==> config.mk <==
export PLATFORM = sky130hd
export DESIGN_NAME = differential_wheel_speed_loop
export DESIGN_NICKNAME = d
export VERILOG_FILES = /design/src/rtl/dwsl_pkg.sv /design/src/rtl/differential_wheel_speed_loop.sv
export SDC_FILE = /design/constraint.sdc
export NUM_CORES = 2
export LEC_CHECK = 0
export BUFFER_PORTS_ARGS = -buffer_cell sky130_fd_sc_hd__buf_2
export CORE_MARGIN = 2
export CORE_UTILIZATION = 45
export CTS_BUF_LIST = sky130_fd_sc_hd__clkbuf_16
export DETAILED_ROUTE_END_ITERATION = 8
export GPL_TIMING_DRIVEN = 1
export PLACE_DENSITY_LB_ADDON = 0.3
export SLEW_MARGIN = 20
export SYNTH_ARGS = -nofsm -noshare
export SYNTH_HDL_FRONTEND = slang
export SYNTH_SLANG_ARGS = --single-unit
==> constraint.sdc <==
create_clock -name clk -period 17.6 [get_ports clk]
set_input_delay 2.64 -clock clk [delete_from_list [all_inputs] [get_ports clk]]
set_output_delay 2.64 -clock clk [all_outputs]
set_load 0.05 [all_outputs]
==> src/rtl/dwsl_pkg.sv <==
package dwsl_pkg;

  // Field widths
  localparam int unsigned CountW  = 16;
  localparam int unsigned YawW    = 9;
  localparam int unsigned TgtW    = 11;
  localparam int unsigned GainW   = 8;
  localparam int unsigned LimW    = 15;
  localparam int unsigned ErrW    = 17;
  localparam int unsigned AccW    = 16;
  localparam int unsigned BiasW   = 10;
  localparam int unsigned TurnW   = 20;
  localparam int unsigned DutyW   = 16;
  localparam int unsigned CfgIdxW = 3;
  localparam int unsigned CfgW    = 15;
  localparam int unsigned InDataW  = 48;
  localparam int unsigned OutDataW = 40;

  // Register reset values
  localparam logic signed [TgtW-1:0] TargetSpeedRst = 11'sd10;
  localparam logic [GainW-1:0]       SpeedKpRst     = 8'd10;
  localparam logic [GainW-1:0]       SpeedKiRst     = 8'd50;
  localparam logic [GainW-1:0]       YawKpRst       = 8'd50;
  localparam logic [GainW-1:0]       YawKdRst       = 8'd0;
  localparam logic signed [YawW-1:0] YawOffsetRst   = 9'sd26;
  localparam logic [LimW-1:0]        SpeedLimitRst  = 15'd6500;

  typedef enum logic [CfgIdxW-1:0] {
    REG_TARGET_SPEED = 3'd0,
    REG_SPEED_KP     = 3'd1,
    REG_SPEED_KI     = 3'd2,
    REG_YAW_KP       = 3'd3,
    REG_YAW_KD       = 3'd4,
    REG_YAW_OFFSET   = 3'd5,
    REG_SPEED_LIMIT  = 3'd6
  } cfg_reg_t;

  typedef struct packed {
    logic signed [AccW-1:0] accum;
    logic signed [ErrW-1:0] err;
  } loop_upd_t;

  typedef struct packed {
    logic             fwd;
    logic [DutyW-1:0] duty;
  } drive_t;

  // One incremental PI step with symmetric clamp.
  function automatic loop_upd_t speed_step(
    input logic signed [TgtW-1:0]   tgt,
    input logic signed [CountW-1:0] cnt,
    input logic signed [AccW-1:0]   accum,
    input logic signed [ErrW-1:0]   prev_err,
    input logic [GainW-1:0]         kp,
    input logic [GainW-1:0]         ki,
    input logic [LimW-1:0]          lim
  );
    logic signed [ErrW-1:0] err;
    logic signed [ErrW:0]   derr;
    logic signed [27:0]     p_term;
    logic signed [27:0]     i_term;
    logic signed [27:0]     acc;
    logic signed [27:0]     lim_pos;
    logic signed [27:0]     lim_neg;
    loop_upd_t              upd;
    err     = ErrW'(tgt) - ErrW'(cnt);
    derr    = (ErrW+1)'(err) - (ErrW+1)'(prev_err);
    p_term  = 28'($signed({1'b0, kp})) * 28'(derr);
    i_term  = 28'($signed({1'b0, ki})) * 28'(err);
    acc     = 28'(accum) + p_term + i_term;
    lim_pos = 28'($signed({1'b0, lim}));
    lim_neg = -lim_pos;
    if (acc > lim_pos) begin
      acc = lim_pos;
    end
    if (acc < lim_neg) begin
      acc = lim_neg;
    end
    upd.accum = acc[AccW-1:0];
    upd.err   = err;
    return upd;
  endfunction

  // Sign/magnitude split with saturation.
  function automatic drive_t drive(input logic signed [TurnW:0] cmd);
    logic signed [TurnW:0] mag;
    drive_t                d;
    mag   = cmd[TurnW] ? -cmd : cmd;
    d.fwd = !cmd[TurnW] && (cmd != '0);
    if (mag > (TurnW+1)'(65535)) begin
      d.duty = '1;
    end else begin
      d.duty = mag[DutyW-1:0];
    end
    return d;
  endfunction

endpackage

==> src/rtl/differential_wheel_speed_loop.sv <==
// Channel | Dir | Ports                                 | Payload
// in      | in  | in_tvalid/in_tready/in_tdata/in_tuser | wheel counts, yaw sample, stop flag
// out     | out | out_tvalid/out_tready/out_tdata       | forward bits and duties per wheel
// cfg     | in  | cfg_wr_en/cfg_addr/cfg_wdata          | seven control registers
//
// One request per clock while the output is not stalled. The path is an input
// register, then the PI/PD math, then the result register; the loop state is updated
// in the same edge that loads the result register.
// rst_n (synchronous) restores the register defaults and zeroes loop state.
// A stalled output holds the pipe; the input register still accepts while the
// result register drains.
module differential_wheel_speed_loop
  import dwsl_pkg::*;
(
  input  logic                clk,
  input  logic                rst_n,
  // in_tdata: left_count[15:0], right_count[31:16], yaw_angle[40:32], zero pad
  input  logic                in_tvalid,
  output logic                in_tready,
  input  logic [InDataW-1:0]  in_tdata,
  // in_tuser: stopped[0]
  input  logic                in_tuser,
  output logic                out_tvalid,
  input  logic                out_tready,
  // out_tdata: left_forward[0], left_duty[16:1], right_forward[17],
  //            right_duty[33:18], zero pad
  output logic [OutDataW-1:0] out_tdata,
  input  logic                cfg_wr_en,
  input  logic [CfgIdxW-1:0]  cfg_addr,
  input  logic [CfgW-1:0]     cfg_wdata
);

  // Configuration registers
  logic signed [TgtW-1:0] target_speed_r;
  logic [GainW-1:0]       speed_kp_r;
  logic [GainW-1:0]       speed_ki_r;
  logic [GainW-1:0]       yaw_kp_r;
  logic [GainW-1:0]       yaw_kd_r;
  logic signed [YawW-1:0] yaw_offset_r;
  logic [LimW-1:0]        speed_limit_r;

  // Loop state
  logic signed [AccW-1:0]  left_accum_r,  left_accum_nxt;
  logic signed [ErrW-1:0]  left_err_r,    left_err_nxt;
  logic signed [AccW-1:0]  right_accum_r, right_accum_nxt;
  logic signed [ErrW-1:0]  right_err_r,   right_err_nxt;
  logic signed [BiasW-1:0] prev_bias_r,   bias_nxt;

  // Input register
  logic                     s1_valid_r;
  logic signed [CountW-1:0] s1_left_r;
  logic signed [CountW-1:0] s1_right_r;
  logic signed [YawW-1:0]   s1_yaw_r;
  logic                     s1_stop_r;

  // Result register
  logic                out_valid_r;
  logic [OutDataW-1:0] out_data_r, out_data_nxt;

  logic advance;
  logic upd_en;

  loop_upd_t               left_upd, right_upd;
  logic signed [BiasW:0]   dbias;
  logic signed [TurnW-1:0] turn;
  drive_t                  left_drv, right_drv;

  assign advance   = !out_valid_r || out_tready;
  assign in_tready = !s1_valid_r || advance;
  assign upd_en    = advance && s1_valid_r && !s1_stop_r;

  assign out_tvalid = out_valid_r;
  assign out_tdata  = out_data_r;

  // Config writes; unknown index is dropped
  always_ff @(posedge clk) begin
    if (!rst_n) begin
      target_speed_r <= TargetSpeedRst;
      speed_kp_r     <= SpeedKpRst;
      speed_ki_r     <= SpeedKiRst;
      yaw_kp_r       <= YawKpRst;
      yaw_kd_r       <= YawKdRst;
      yaw_offset_r   <= YawOffsetRst;
      speed_limit_r  <= SpeedLimitRst;
    end else if (cfg_wr_en) begin
      unique case (cfg_addr)
        REG_TARGET_SPEED: target_speed_r <= cfg_wdata[TgtW-1:0];
        REG_SPEED_KP:     speed_kp_r     <= cfg_wdata[GainW-1:0];
        REG_SPEED_KI:     speed_ki_r     <= cfg_wdata[GainW-1:0];
        REG_YAW_KP:       yaw_kp_r       <= cfg_wdata[GainW-1:0];
        REG_YAW_KD:       yaw_kd_r       <= cfg_wdata[GainW-1:0];
        REG_YAW_OFFSET:   yaw_offset_r   <= cfg_wdata[YawW-1:0];
        REG_SPEED_LIMIT:  speed_limit_r  <= cfg_wdata[LimW-1:0];
        default: ;
      endcase
    end
  end

  // Math between input and result registers
  always_comb begin
    left_upd  = speed_step(target_speed_r, s1_left_r, left_accum_r, left_err_r,
                           speed_kp_r, speed_ki_r, speed_limit_r);
    right_upd = speed_step(target_speed_r, s1_right_r, right_accum_r, right_err_r,
                           speed_kp_r, speed_ki_r, speed_limit_r);
    left_accum_nxt  = left_upd.accum;
    left_err_nxt    = left_upd.err;
    right_accum_nxt = right_upd.accum;
    right_err_nxt   = right_upd.err;

    // Steering PD on the offset yaw
    bias_nxt = BiasW'(s1_yaw_r) + BiasW'(yaw_offset_r);
    dbias    = (BiasW+1)'(bias_nxt) - (BiasW+1)'(prev_bias_r);
    turn     = TurnW'($signed({1'b0, yaw_kp_r})) * TurnW'(bias_nxt)
             + TurnW'($signed({1'b0, yaw_kd_r})) * TurnW'(dbias);

    left_drv  = drive((TurnW+1)'(left_accum_nxt) + (TurnW+1)'(turn));
    right_drv = drive((TurnW+1)'(right_accum_nxt) - (TurnW+1)'(turn));

    // Stop forces an all-zero result
    if (s1_stop_r) begin
      out_data_nxt = '0;
    end else begin
      out_data_nxt = {6'd0, right_drv.duty, right_drv.fwd, left_drv.duty, left_drv.fwd};
    end
  end

  // Pipeline control
  always_ff @(posedge clk) begin
    if (!rst_n) begin
      s1_valid_r  <= 1'b0;
      out_valid_r <= 1'b0;
    end else begin
      if (in_tready) begin
        s1_valid_r <= in_tvalid;
      end
      if (advance) begin
        out_valid_r <= s1_valid_r;
      end
    end
  end

  // Payload registers
  always_ff @(posedge clk) begin
    if (in_tready && in_tvalid) begin
      s1_left_r  <= in_tdata[15:0];
      s1_right_r <= in_tdata[31:16];
      s1_yaw_r   <= in_tdata[40:32];
      s1_stop_r  <= in_tuser;
    end
    if (advance && s1_valid_r) begin
      out_data_r <= out_data_nxt;
    end
  end

  // Loop state, frozen on stopped ticks
  always_ff @(posedge clk) begin
    if (!rst_n) begin
      left_accum_r  <= '0;
      left_err_r    <= '0;
      right_accum_r <= '0;
      right_err_r   <= '0;
      prev_bias_r   <= '0;
    end else if (upd_en) begin
      left_accum_r  <= left_accum_nxt;
      left_err_r    <= left_err_nxt;
      right_accum_r <= right_accum_nxt;
      right_err_r   <= right_err_nxt;
      prev_bias_r   <= bias_nxt;
    end
  end

  // A stopped request yields an all-zero result
  a_stop_zero: assert property (@(posedge clk) disable iff (!rst_n)
    advance && s1_valid_r && s1_stop_r |=> out_tdata == '0 && out_tvalid)
    else $error("stopped request gave nonzero result");

  // A stopped request leaves the loop state alone
  a_stop_frozen: assert property (@(posedge clk) disable iff (!rst_n)
    advance && s1_valid_r && s1_stop_r |=>
      $stable(left_accum_r) && $stable(right_accum_r) && $stable(prev_bias_r))
    else $error("loop state changed on stopped request");

  // Accumulators stay inside the clamp after an update
  a_accum_clamp: assert property (@(posedge clk) disable iff (!rst_n)
    upd_en |=>
      (32'(left_accum_r) <= $signed({17'd0, speed_limit_r})) &&
      (32'(left_accum_r) >= -$signed({17'd0, speed_limit_r})) &&
      (32'(right_accum_r) <= $signed({17'd0, speed_limit_r})) &&
      (32'(right_accum_r) >= -$signed({17'd0, speed_limit_r})))
    else $error("accumulator outside clamp");

  // No request is dropped: a held result blocks the input register
  a_no_overrun: assert property (@(posedge clk) disable iff (!rst_n)
    s1_valid_r && out_valid_r && !out_tready |-> !in_tready)
    else $error("input accepted over a blocked stage");

endmodule

==> Flow_metrics.wiki <==
{| class="wikitable"
! Metric !! Value
|-
| Result of the run || finished clean
|-
| Worst skew pair latency || 0.60 ns
|-
| Max stage delay on crit path || roughly 0.73 ns
|-
| Final clock skew || 0.02588 ns
|-
| Number of standard-cell rows in the floorplan || roughly 120
|-
| GR Util All Layers || 23.28%
|-
| Final Max Tran Viols || 0
|-
| Syn avg cell area || between 8 and 9 µm²
|-
| Shortest clock period the worst path allows after layout || between 15 and 20 ns
|-
| Total length of routed wires || 123.7 mm
|-
| Gate count of the mapped netlist || roughly 5400
|-
| DRT antenna net count || 0
|-
| Reg-to-reg endpoint || out_tdata[31]
|-
| Crit path capture || out_tdata[31]
|-
| Final count of hold timing violations || 0
|-
| Number of levels in the clock H-tree || 1
|-
| Number of synthesized register bits || 221
|-
| Pin count of the biggest net entering global routing || 90
|-
| Horiz. Die Dim || 327.1 µm
|-
| Clock tree from TritonCTS || done
|-
| Setup repair after global routing missed its margin || false
|-
| Root cell of the clock tree || clkbuf_16
|-
| Total Die Area || between 100000 and 150000 µm²
|-
| Worst path required time || 17.90 ns
|-
| Headroom to the max-slew limit || 22.17%
|-
| Number of vias per cell after detailed routing || 5.287
|-
| Net count, final || 6897
|-
| Die height || between 300 and 400 µm
|-
| Nature of the critical path startpoint || register
|-
| Antenna violations before repair || 6
|-
| Core area || 103500 µm²
|-
| Post-CTS Resized || 0
|-
| Sort of element at the end of the critical path || register
|-
| Avg WL per Cell || 17.72 µm
|-
| Top flip-flop cell by instance count after synthesis || dfxtp_1
|-
| Mapped Area || 46990 µm²
|-
| I/O pins || 114
|-
| FF+latch area || 5186 µm²
|-
| Number of distinct standard cells referenced by the synthesized netlist || 82
|-
| Vias in the first global route || 38180
|-
| Final count of negative-setup-slack endpoints || 0
|-
| First-pass GRT wire length || 199.4 mm
|-
| Slowest stage cell on the critical path || ha_1
|-
| Path type of the worst min-delay path || reg -> reg
|-
| Biggest fanout along the worst timing path || 16
|-
| Count of routing violations after the opening detailed-route iteration || 2088
|-
| Fraction of post-synthesis cell area in the top cell type by area || a little under a third
|-
| Drt drc || 0
|-
| Relative area change from synthesis to final layout || 8.580%
|-
| Post-synthesis cell type with the largest combined area || fa_1
|-
| First element of the critical path || target_speed_r[0]
|-
| CTS Hold Buffers Added || 0
|-
| Register clock-pin slew on the reported worst setup and hold paths || 0.06 ns
|-
| Sequential fraction of the synthesis area || roughly 11%
|-
| Layout fillers || around 10000
|-
| Startpoint-to-endpoint class of the critical path || reg -> reg
|-
| Num CTS Buffers || 27
|-
| Maximum achievable frequency || roughly 60 MHz
|-
| Most frequent cell after synthesis || inv_1
|-
| Top cell types by occurrence after synthesis || inv_1, fa_1, nand2_1, ha_1, and2_1
|-
| Clock net sink count || between 200 and 250
|-
| Multi-input gate area in the final layout || ~37000 µm²
|-
| Number of iterations in the first detailed-routing pass || 5
|-
| Worst R2R Setup Slack || 0.92 ns
|-
| Fraction of layout instances using a drive strength above 1 || 7.393%
|-
| Post CTS Setup Buffer Count || 0
|-
| Worst reg2reg path startpoint || target_speed_r[0]
|-
| Longest Clk Path Bufs || 3
|-
| Number of cells on the worst reg-to-reg path || 73
|-
| Half-perimeter wire length after placement || 103.7 mm
|-
| Routability cong. || 0.9460
|-
| Port-buffer cells || 100
|-
| Worst endpoint data arrival time || between 15 and 20 ns
|-
| Via count || 36910
|-
| Worst slew pin tran || 1.166 ns
|-
| Maximum capacitance violations || 0
|-
| Initial Util || 45.40%
|-
| Synth top area cells || fa_1, ha_1, inv_1
|-
| Yosys warns || 0
|-
| Sum of negative setup slack || 0 ns
|-
| Total congestion overflow || 0
|-
| Post-synth ARST share || 0%
|-
| Number of synthesized flops with an enable pin || 76
|-
| Fraction of the cycle the final worst path needs || 94.79%
|}
## worst max-delay path, delay by kind of cell, from the launching register on
kind,cells,cell delay [ns]
compound gates,35,6.45
mux,1,0.24
fa+ha+maj,14,5.82
xor+xnor,3,0.63
flops,1,0.33
simple gates,6,1.36
buf+inv,14,1.53
## sequential cells by signal (all words and copies together) (netlist names), 9 cells and up
| signal | count |
|---|---|
| out_tdata | 34 |
| left_err_r | 17 |
| right_err_r | 17 |
| left_accum_r | 16 |
| right_accum_r | 16 |
| s1_left_r | 16 |
| s1_right_r | 16 |
| speed_limit_r | 15 |
| target_speed_r | 11 |
| prev_bias_r | 10 |
| s1_yaw_r | 9 |
| yaw_offset_r | 9 |
## cell usage in the layout, fill, tap and decap left out, types with 143 or more instances in the layout
| cell type | synthesis | final |
|---|---|---|
| a21oi_1 | 167 | 159 |
| buf_4 | 11 | 189 |
| dfxtp_1 | 145 | 144 |
| and2_1 | 315 | 313 |
| o21ai_0 | 149 | 143 |
| inv_1 | 1101 | 1103 |
| nor2_1 | 166 | 164 |
| fa_1 | 749 | 748 |
| nand2_1 | 691 | 690 |
| ha_1 | 497 | 496 |
| xnor2_1 | 155 | 154 |
## layer usage
| layer | up-vias | global-route usage [%] | wire, µm |
|---|---|---|---|
| met5 | - | 0 | 0 |
| met2 | 843 | 39.40 | 57850 |
| met3 | 200 | 2.174 | 6193 |
| li1 | 17540 | - | - |
| met1 | 18330 | 31.80 | 56050 |
| met4 | 0 | 6.671 | 3624 |
## stage by stage
step | hold WS, ns | util (%) | cells | instance area, µm² | setup slack, ns
after floorplan | 0.4419 | - | 5433 | 47010 | 1.325
after global placement | 0.4508 | 48.30 | 6930 | 49990 | 0.4208
after detailed placement | 0.4573 | 48.30 | 6930 | 49990 | 0.2464
after CTS | 0.4674 | 49.14 | 6980 | 50850 | 0.07486
after global routing | 0.4887 | 49.29 | 6980 | 51020 | 0.004457
final | 0.4632 | 49.29 | 6981 | 51020 | 0.9163
## cell type report
cell class              count  share of cell area [%]
multi-input cells        3933                   72.76
flip-flops and latches    221                   10.17
inverters                1105                   8.130
repair buffers            291                   3.870
well taps                1380                   3.384
clock buffers              28                   1.373
clock inverters            22                  0.3139
diodes                      1                0.004905
## cell families after synthesis
kind of cell    Yosys count  share of synthesized area [%]
compound gates          783                          11.07
xor+xnor                226                          4.261
fa+ha+maj              1246                          45.15
buf+inv                1279                          10.39
flops                   221                          11.04
mux                      64                          1.395
other cells               1                       0.007981
simple gates           1608                          16.69
## worst min-delay path by stage
stage | from | end | slack [ns] | cells past startpoint
6_report | prev_bias_r[8] | prev_bias_r[8] | 0.46 | 2
3_5_place_dp | speed_kp_r[3] | speed_kp_r[3] | 0.46 | 2
4_1_cts | right_err_r[4] | right_err_r[4] | 0.47 | 2
5_1_grt | yaw_offset_r[3] | yaw_offset_r[3] | 0.49 | 2
2_1_floorplan | left_err_r[15] | left_err_r[15] | 0.44 | 2
3_3_place_gp | right_err_r[15] | right_err_r[15] | 0.45 | 2
Power is not shown: default switching activity piles up to over one toggle a cycle in this logic, so the estimate is an artifact.
